**src/rtl/core/assert_macros.svh**
```systemverilog
// Assertion macros shared by the RTL that checks itself.
// Both expect a clock named clk and an active-low reset named arst_n in scope.
`ifndef ASSERT_MACROS_SVH
`define ASSERT_MACROS_SVH

// The property holds at every clock edge outside reset.
`define CHK_ALWAYS(lbl, prop, msg) \
	lbl: assert property (@(posedge clk) disable iff (!arst_n) (prop)) else $error(msg);

// The antecedent at one edge implies the consequent at the next edge.
`define CHK_NEXT(lbl, ante, cons, msg) \
	lbl: assert property (@(posedge clk) disable iff (!arst_n) (ante) |=> (cons)) else $error(msg);

`endif

```
**src/rtl/core/csjh_pkg.sv**
```systemverilog
// Shared types, constants and the CRC-32C nibble step for the jump hash block.
// No dependencies.
package csjh_pkg;

	localparam int BUCKET_BITS_DEF = 16;
	localparam logic [63:0] LCG_MULT = 64'd2862933555777941757;
	localparam logic [31:0] CRC_POLY = 32'h82F63B78;
	localparam int CRC_BITS_PER_STEP = 4;
	localparam int CRC_STEPS = 32 / CRC_BITS_PER_STEP;

	localparam logic [1:0] MUL_LL = 2'd0;
	localparam logic [1:0] MUL_LH = 2'd1;
	localparam logic [1:0] MUL_HL = 2'd2;

	typedef struct packed {
		logic       load;
		logic       crc_step;
		logic       k_init;
		logic       mul_en;
		logic [1:0] mul_op;
		logic       div_init;
		logic       div_step;
		logic       next_b;
	} cmd_t;

	typedef struct packed {
		logic cnt_ok;
		logic j_lt_n;
	} sts_t;

	// Four bit steps of the reflected CRC-32C shift register.
	function automatic logic [31:0] crc_nib(input logic [31:0] c);
		logic [31:0] r;
		r = c;
		for (int i = 0; i < CRC_BITS_PER_STEP; i++) begin
			r = (r >> 1) ^ (CRC_POLY & {32{r[0]}});
		end
		return r;
	endfunction

endpackage

```
**src/rtl/core/csjh_datapath.sv**
```systemverilog
// Datapath of the jump hash: CRC registers, LCG multiplier and restoring divider.
// Depends on csjh_pkg.
module csjh_datapath #(
	parameter int BUCKET_BITS = csjh_pkg::BUCKET_BITS_DEF
) (
	input  logic                   clk,
	input  logic [63:0]            key,
	input  logic [31:0]            seed,
	input  logic [BUCKET_BITS:0]   bucket_count,
	input  logic                   scramble_first,
	input  csjh_pkg::cmd_t         cmd,
	output csjh_pkg::sts_t         sts,
	output logic [BUCKET_BITS-1:0] bucket,
	output logic [63:0]            scrambled_key,
	output logic                   count_invalid
);
	import csjh_pkg::*;

	localparam int NUM_W = BUCKET_BITS + 32;

	logic [63:0]            key_q;
	logic [BUCKET_BITS:0]   n_q;
	logic                   sel_q;
	logic [31:0]            crc_lo_q;
	logic [31:0]            crc_hi_q;
	logic [63:0]            k_q;
	logic [63:0]            acc_q;
	logic [BUCKET_BITS-1:0] b_q;
	logic [NUM_W-1:0]       num_q;
	logic [31:0]            rem_q;
	logic [31:0]            d_q;

	logic [31:0]            mul_a;
	logic [31:0]            mul_b;
	logic [63:0]            prod;
	logic [32:0]            rem_sh;
	logic                   fits;
	logic [BUCKET_BITS:0]   b_inc;

	always_comb begin
		unique case (cmd.mul_op)
			MUL_LL: begin
				mul_a = k_q[31:0];
				mul_b = LCG_MULT[31:0];
			end
			MUL_LH: begin
				mul_a = k_q[31:0];
				mul_b = LCG_MULT[63:32];
			end
			MUL_HL: begin
				mul_a = k_q[63:32];
				mul_b = LCG_MULT[31:0];
			end
			default: begin
				mul_a = 32'd0;
				mul_b = 32'd0;
			end
		endcase
	end

	assign prod   = {32'd0, mul_a} * {32'd0, mul_b};
	assign rem_sh = {rem_q, num_q[NUM_W-1]};
	assign fits   = rem_sh >= {1'b0, d_q};
	assign b_inc  = {1'b0, b_q} + {{BUCKET_BITS{1'b0}}, 1'b1};

	always_ff @(posedge clk) begin
		if (cmd.load) begin
			key_q    <= key;
			n_q      <= bucket_count;
			sel_q    <= scramble_first;
			crc_lo_q <= seed ^ key[31:0];
			crc_hi_q <= seed ^ key[63:32];
			b_q      <= '0;
		end
		if (cmd.crc_step) begin
			crc_lo_q <= crc_nib(crc_lo_q);
			crc_hi_q <= crc_nib(crc_hi_q);
		end
		if (cmd.k_init) begin
			k_q <= sel_q ? {crc_hi_q, crc_lo_q} : key_q;
		end
		if (cmd.mul_en) begin
			unique case (cmd.mul_op)
				MUL_LL: acc_q <= prod;
				MUL_LH: acc_q[63:32] <= acc_q[63:32] + prod[31:0];
				MUL_HL: k_q <= {acc_q[63:32] + prod[31:0], acc_q[31:0]} + 64'd1;
				default: acc_q <= acc_q;
			endcase
		end
		if (cmd.div_init) begin
			num_q <= {b_inc, 31'd0};
			rem_q <= '0;
			d_q   <= {1'b0, k_q[63:33]} + 32'd1;
		end
		if (cmd.div_step) begin
			if (fits) begin
				rem_q <= 32'(rem_sh - {1'b0, d_q});
				num_q <= {num_q[NUM_W-2:0], 1'b1};
			end else begin
				rem_q <= rem_sh[31:0];
				num_q <= {num_q[NUM_W-2:0], 1'b0};
			end
		end
		if (cmd.next_b) begin
			b_q <= num_q[BUCKET_BITS-1:0];
		end
	end

	assign sts.cnt_ok = (n_q != '0) && (n_q <= {1'b1, {BUCKET_BITS{1'b0}}});
	assign sts.j_lt_n = num_q < NUM_W'(n_q);

	assign count_invalid = !sts.cnt_ok;
	assign bucket        = sts.cnt_ok ? b_q : '0;
	assign scrambled_key = {crc_hi_q, crc_lo_q};

endmodule

```
**src/rtl/core/csjh_ctrl.sv**
```systemverilog
// Controller state machine sequencing CRC, LCG steps and division of the jump hash.
// Depends on csjh_pkg.
module csjh_ctrl #(
	parameter int BUCKET_BITS = csjh_pkg::BUCKET_BITS_DEF
) (
	input  logic           clk,
	input  logic           arst_n,
	input  logic           in_valid,
	output logic           in_ready,
	input  logic           out_free,
	output logic           out_load,
	input  csjh_pkg::sts_t sts,
	output csjh_pkg::cmd_t cmd
);
	import csjh_pkg::*;

	localparam int NUM_W = BUCKET_BITS + 32;
	localparam int CNT_W = $clog2(NUM_W);

	localparam logic [3:0] S_IDLE  = 4'd0;
	localparam logic [3:0] S_CRC   = 4'd1;
	localparam logic [3:0] S_KINIT = 4'd2;
	localparam logic [3:0] S_MLL   = 4'd3;
	localparam logic [3:0] S_MLH   = 4'd4;
	localparam logic [3:0] S_MHL   = 4'd5;
	localparam logic [3:0] S_DINIT = 4'd6;
	localparam logic [3:0] S_DIV   = 4'd7;
	localparam logic [3:0] S_CHK   = 4'd8;
	localparam logic [3:0] S_DONE  = 4'd9;

	logic [3:0]       state_q;
	logic [3:0]       state_nx;
	logic [CNT_W-1:0] cnt_q;
	logic [CNT_W-1:0] cnt_nx;

	always_comb begin
		state_nx = state_q;
		cnt_nx   = cnt_q;
		cmd      = '0;
		in_ready = 1'b0;
		out_load = 1'b0;
		unique case (state_q)
			S_IDLE: begin
				in_ready = 1'b1;
				if (in_valid) begin
					cmd.load = 1'b1;
					cnt_nx   = '0;
					state_nx = S_CRC;
				end
			end
			S_CRC: begin
				cmd.crc_step = 1'b1;
				cnt_nx       = cnt_q + 1'b1;
				if (cnt_q == CNT_W'(CRC_STEPS - 1)) begin
					state_nx = sts.cnt_ok ? S_KINIT : S_DONE;
				end
			end
			S_KINIT: begin
				cmd.k_init = 1'b1;
				state_nx   = S_MLL;
			end
			S_MLL: begin
				cmd.mul_en = 1'b1;
				cmd.mul_op = MUL_LL;
				state_nx   = S_MLH;
			end
			S_MLH: begin
				cmd.mul_en = 1'b1;
				cmd.mul_op = MUL_LH;
				state_nx   = S_MHL;
			end
			S_MHL: begin
				cmd.mul_en = 1'b1;
				cmd.mul_op = MUL_HL;
				state_nx   = S_DINIT;
			end
			S_DINIT: begin
				cmd.div_init = 1'b1;
				cnt_nx       = '0;
				state_nx     = S_DIV;
			end
			S_DIV: begin
				cmd.div_step = 1'b1;
				cnt_nx       = cnt_q + 1'b1;
				if (cnt_q == CNT_W'(NUM_W - 1)) begin
					state_nx = S_CHK;
				end
			end
			S_CHK: begin
				if (sts.j_lt_n) begin
					cmd.next_b = 1'b1;
					state_nx   = S_MLL;
				end else begin
					state_nx = S_DONE;
				end
			end
			S_DONE: begin
				if (out_free) begin
					out_load = 1'b1;
					state_nx = S_IDLE;
				end
			end
			default: state_nx = S_IDLE;
		endcase
	end

	always_ff @(posedge clk or negedge arst_n) begin
		if (!arst_n) begin
			state_q <= S_IDLE;
			cnt_q   <= '0;
		end else begin
			state_q <= state_nx;
			cnt_q   <= cnt_nx;
		end
	end

endmodule

```
**src/rtl/core/crc_scrambled_jump_hash.sv**
```systemverilog
// An invalid count runs eight CRC nibble steps, then the done state. A valid count runs the eight
// CRC nibble steps, a key setup, I jump iterations (about ln(bucket_count) + 1) and the done
// state. Each iteration is three 32x32 multiply steps, one division setup, BUCKET_BITS + 32
// restoring divide steps and one compare. The done state waits until the output slot is free.
// Items are handled one at a time, the next taken at the earliest in the cycle after the result
// is loaded. Reset (arst_n, asynchronous, active low) clears the controller and the output valid.
`include "assert_macros.svh"

module crc_scrambled_jump_hash #(
	parameter int BUCKET_BITS = csjh_pkg::BUCKET_BITS_DEF,
	localparam int S_DW = ((96 + BUCKET_BITS + 1 + 7) / 8) * 8,
	localparam int M_DW = ((BUCKET_BITS + 64 + 7) / 8) * 8
) (
	input  logic            clk,
	input  logic            arst_n,
	input  logic            s_tvalid,
	output logic            s_tready,
	// key [63:0], seed [95:64], bucket_count [96 +: BUCKET_BITS+1], zero fill above
	input  logic [S_DW-1:0] s_tdata,
	// scramble_first
	input  logic            s_tuser,
	output logic            m_tvalid,
	input  logic            m_tready,
	// bucket [BUCKET_BITS-1:0], scrambled_key above it, zero fill above
	output logic [M_DW-1:0] m_tdata,
	// count_invalid
	output logic            m_tuser
);
	import csjh_pkg::*;

	cmd_t cmd;
	sts_t sts;

	logic                   out_free;
	logic                   out_load;
	logic [BUCKET_BITS-1:0] dp_bucket;
	logic [63:0]            dp_scr;
	logic                   dp_inv;

	logic                   m_tvalid_q;
	logic [BUCKET_BITS-1:0] bucket_q;
	logic [63:0]            scr_q;
	logic                   inv_q;

	// The output slot is free when empty or when its transfer completes this cycle.
	assign out_free = !m_tvalid_q || m_tready;

	csjh_ctrl #(.BUCKET_BITS(BUCKET_BITS)) u_ctrl (
		.clk      (clk),
		.arst_n   (arst_n),
		.in_valid (s_tvalid),
		.in_ready (s_tready),
		.out_free (out_free),
		.out_load (out_load),
		.sts      (sts),
		.cmd      (cmd)
	);

	csjh_datapath #(.BUCKET_BITS(BUCKET_BITS)) u_dp (
		.clk            (clk),
		.key            (s_tdata[63:0]),
		.seed           (s_tdata[95:64]),
		.bucket_count   (s_tdata[96 +: BUCKET_BITS + 1]),
		.scramble_first (s_tuser),
		.cmd            (cmd),
		.sts            (sts),
		.bucket         (dp_bucket),
		.scrambled_key  (dp_scr),
		.count_invalid  (dp_inv)
	);

	// Output register: holds one finished result until its transfer.
	always_ff @(posedge clk or negedge arst_n) begin
		if (!arst_n) begin
			m_tvalid_q <= 1'b0;
		end else if (out_load) begin
			m_tvalid_q <= 1'b1;
		end else if (m_tready) begin
			m_tvalid_q <= 1'b0;
		end
	end

	always_ff @(posedge clk) begin
		if (out_load) begin
			bucket_q <= dp_bucket;
			scr_q    <= dp_scr;
			inv_q    <= dp_inv;
		end
	end

	assign m_tvalid = m_tvalid_q;
	assign m_tdata  = M_DW'({scr_q, bucket_q});
	assign m_tuser  = inv_q;

	// An invalid count always reports bucket zero.
	`CHK_ALWAYS(a_inv_zero, !(m_tvalid && m_tuser) || (m_tdata[BUCKET_BITS-1:0] == '0), "invalid count with nonzero bucket")
	// Once an item is taken the block stops taking input until it finishes.
	`CHK_NEXT(a_busy, s_tvalid && s_tready, !s_tready, "input taken while busy")
	// A new result never overwrites one still waiting for its transfer.
	`CHK_ALWAYS(a_no_overwrite, !out_load || out_free, "result overwritten")

endmodule

```
**config.mk**
```make
export PLATFORM = sky130hd
export DESIGN_NAME = crc_scrambled_jump_hash
export DESIGN_NICKNAME = d
export VERILOG_FILES = /design/src/rtl/core/csjh_pkg.sv /design/src/rtl/core/csjh_datapath.sv /design/src/rtl/core/csjh_ctrl.sv /design/src/rtl/core/crc_scrambled_jump_hash.sv
export VERILOG_INCLUDE_DIRS = /design/src /design/src/rtl/core
export SDC_FILE = /design/constraint.sdc
export NUM_CORES = 2
export LEC_CHECK = 0
export ABC_CLOCK_PERIOD_IN_PS = 12540
export BUFFER_PORTS_ARGS = -buffer_cell sky130_fd_sc_hd__buf_4
export CAP_MARGIN = 10
export CORE_MARGIN = 8
export CORE_UTILIZATION = 35
export CTS_CLUSTER_DIAMETER = 100
export CTS_CLUSTER_SIZE = 30
export DETAILED_ROUTE_END_ITERATION = 12
export GPL_TIMING_DRIVEN = 0
export HOLD_SLACK_MARGIN = 0.1
export PLACE_DENSITY = 0.6
export SKIP_LAST_GASP = 1
export SLEW_MARGIN = 20
export SYNTH_ARGS = -nofsm -noshare
export SYNTH_HDL_FRONTEND = slang
export SYNTH_SLANG_ARGS = --single-unit
```
**constraint.sdc**
```tcl
create_clock -name clk -period 12.54 [get_ports clk]
set_input_delay 1.254 -clock clk [delete_from_list [all_inputs] [get_ports clk]]
set_output_delay 1.254 -clock clk [all_outputs]
set_load 0.1 [all_outputs]
```
==> impl_metrics.toml <==
[timing]
slew_viol_final = 0
period_minus_slack_ns = 12.10
clock-skew-final_ns = 0.0236
setup_violations = 0
setup-tns-final_ns = 0
slew_headroom = 0.222
finalCritPeriodShare = 0.965
fmax_mhz = 82.7
hold_viol_final = 0
whs_ns = 0.462
tightest_slew_ns = 1.14

[power]
power_density_nw_per_um2 = 48.1
p_sw_uw = 585
p_leak_uw = 0.0282
pwr-share-clk = 0.327
swShare = 0.214
peakVddDrop_mv = 0.0849
intPower_uw = 2150
comb_power_share = 0.027
seq_power_share = 0.646

[die]
initial_core_util = 0.353
fp.coreArea_um2 = 146000
die_h_um = 399
die_w_um = 399
pin_count = 208
dieArea_um2 = 159000
fp-row-count = 140

[setup_path]
r2r-end = "u_dp.k_q[60]"
cp.arrival_ns = 12.57
crit_family = "adder cells"
worstPathRequired_ns = 13.02
worstReg2RegStart = "u_ctrl.state_q[2]"
crit_buf_inv = 11
cp-start-kind = "flip-flop"
rrSetupSlack_ns = 0.44
crit_top_cell = "fa_1"
crit_slowest_cell = "nor2_2"
reg2reg_depth = 37
max_stage_delay_ns = 0.81
path_class = "reg2reg"
end_kind = "flip-flop"
crit_path_max_fanout = 10

[synth]
async_flop_share = 0.0223
synth_edf_count = 419
ys_ff_latch = 494
netlist-cell-type-count = 97
yosysTopAreaCell = "fa_1"
ys.flop_type = "edfxtp_1"
synth_area_leaders = "fa_1, edfxtp_1, ha_1"
syn_area_per_cell_um2 = 10.3
yosysSeqAreaShare = 0.275
yosys_warnings = 0
syn_area_um2 = 51400
synth_top_area_frac = 0.250
syn_nets = 6282
syn_inst = 4999

[clock_tree]
clk_latency_ns = 0.60
h-tree-depth = 1
cts.sink_count = 494
clk_path_buf_depth = 3
numCtsBuffers = 21
clk_pin_slew_worst_paths_ns = 0.12
cts_tree = "built"
cts-root-buf = "clkbuf_16"

[routing]
route.detailed.drc = 0
vias = 36900
first_pass_iters = 5
vias_per_cell = 5.13
ant_nets = 0
drt_iter0_markers = 2947
wl_per_cell_um = 22.7
drt-total-wl_um = 163000

[placed_design]
io_buffer_count = 200
dp_hpwl_um = 140000
gp_congestion = 0.952

[hold_path]
min_path_type = "in2async"

[grt]
grt_pass1_wl_um = 242000
antenna_found_initial = 4
grt_max_degree = 57
grt_use_total = 0.202
grt_pass1_vias = 37700
grt-ovfl-total = 0

[run_status]
run_status = "finished clean"

[layout]
syn2layout_area_growth_pct = 10.4
nets = 6534
drive_above_1_share = 0.0765

[run]
cap_violations = 0
-- how the worst max path moves through the flow --
stage                                  from            to  slack [ns]  cells past startpoint
final                     u_ctrl.state_q[2]  u_dp.k_q[60]        0.44                     37
after global routing      u_ctrl.state_q[2]  u_dp.k_q[62]       -0.03                     37
after CTS                 u_ctrl.state_q[0]  u_dp.k_q[62]       0.002                     38
after detailed placement  u_ctrl.state_q[1]  u_dp.k_q[62]       -1.50                     38
after global placement    u_ctrl.state_q[1]  u_dp.k_q[62]       -2.04                     36
after floorplan           u_ctrl.state_q[2]  u_dp.k_q[62]        1.65                     38
-- layer usage --
layer | global-route usage | part of all wire
met1 | 0.277 | 0.43
met2 | 0.331 | 0.47
met3 | 0.0292 | 0.068
met4 | 0.0584 | 0.034
met5 | 0 | 0
-- logic make-up after synthesis --
kind of cell    after synthesis  share of synthesized area
compound gates              711                     0.0880
xor+xnor                    342                     0.0590
buf+inv                    1196                     0.0878
mux                         107                     0.0208
flops                       494                      0.275
fa+ha+maj                  1158                      0.375
simple gates                991                     0.0940
-- power by group through the flow --
stage / clock network, µW / logic [µW] / registers (µW)
6_report: 894 / 75.0 / 1760
5_1_grt: 949 / 80.9 / 1760
4_1_cts: 908 / 75.2 / 1760
3_5_place_dp: 0 / 74.8 / 1800
3_3_place_gp: 0 / 73.1 / 1800
2_1_floorplan: 0 / 25.3 / 1800
-- area by class of cell --
class / count / area [µm²]
diodes: 4 / 10.0
well taps: 1917 / 2400
inverters: 1059 / 3980
plain buffers: 136 / 566
repair buffers: 230 / 1840
clock buffers: 34 / 596
multi-input cells: 3309 / 33200
fillers: 14500 / 89000
flip-flops and latches: 494 / 14100
clock inverters: 4 / 56.3
-- Yosys cell counts, drive strengths merged, types with 17 or more instances --
cell type and count:
and2 83, a21oi 161, nor4 32, xor2 180, o31ai 18, o211ai 71
fa 642, ha 516, nor3 54, nor2 201, nor2b 22, o21a 20
inv 1059, nand3 80, xnor2 161, o21bai 17, or3 18, dfxtp 64
and3 37, nand4 41, a31oi 18, nand2 357, o21ai 232, a211oi 23
nand2b 18, a21o 78, edfxtp 419, mux2i 106, buf 34, clkbuf 103
-- repair_timing --
item,in CTS,in global routing
pin swaps,0,3
endpoints found under the setup margin,28,17
hold buffers,0,0
endpoints found under the hold margin,0,0
setup buffers,0,10
gates resized for setup,33,51
-- through the flow --
stage	cell area (µm²)	setup WS [ns]	std cells	util	power [µW]
floorplan	51400	1.65	4999	-	1830
global placement	55300	-2.04	7116	0.380	1880
detailed placement	55700	-1.50	7136	0.383	1880
CTS	56500	0.00211	7174	0.388	2750
global route	56800	-0.0290	7183	0.389	2790
finish	56800	0.443	7187	0.390	2730
-- sequential cells by signal, indices dropped and copies added, names as in the netlist, 48 cells and up --
register,flops
scr_q,64
u_dp.k_q,64
u_dp.num_q,48
u_dp.key_q,64
u_dp.acc_q,64
-- placed cells by master, fill, tap and decap left out, types with 25 or more instances in the layout --
cell type  count
fa_1         642
nor2_1       178
o211ai_1      70
and3_1        36
a21o_1        78
a21oi_1      155
nor3_1        48
nand3_1       80
o21ai_0      210
xor2_1       173
buf_4        221
nand2_1      354
nand4_1       39
xnor2_1      156
nor4_1        25
mux2i_1       84
ha_1         516
dfxtp_1       64
inv_1       1057
and2_1        81
clkbuf_1     106
edfxtp_1     419
Note: power is estimated with default switching activity, not from simulation.
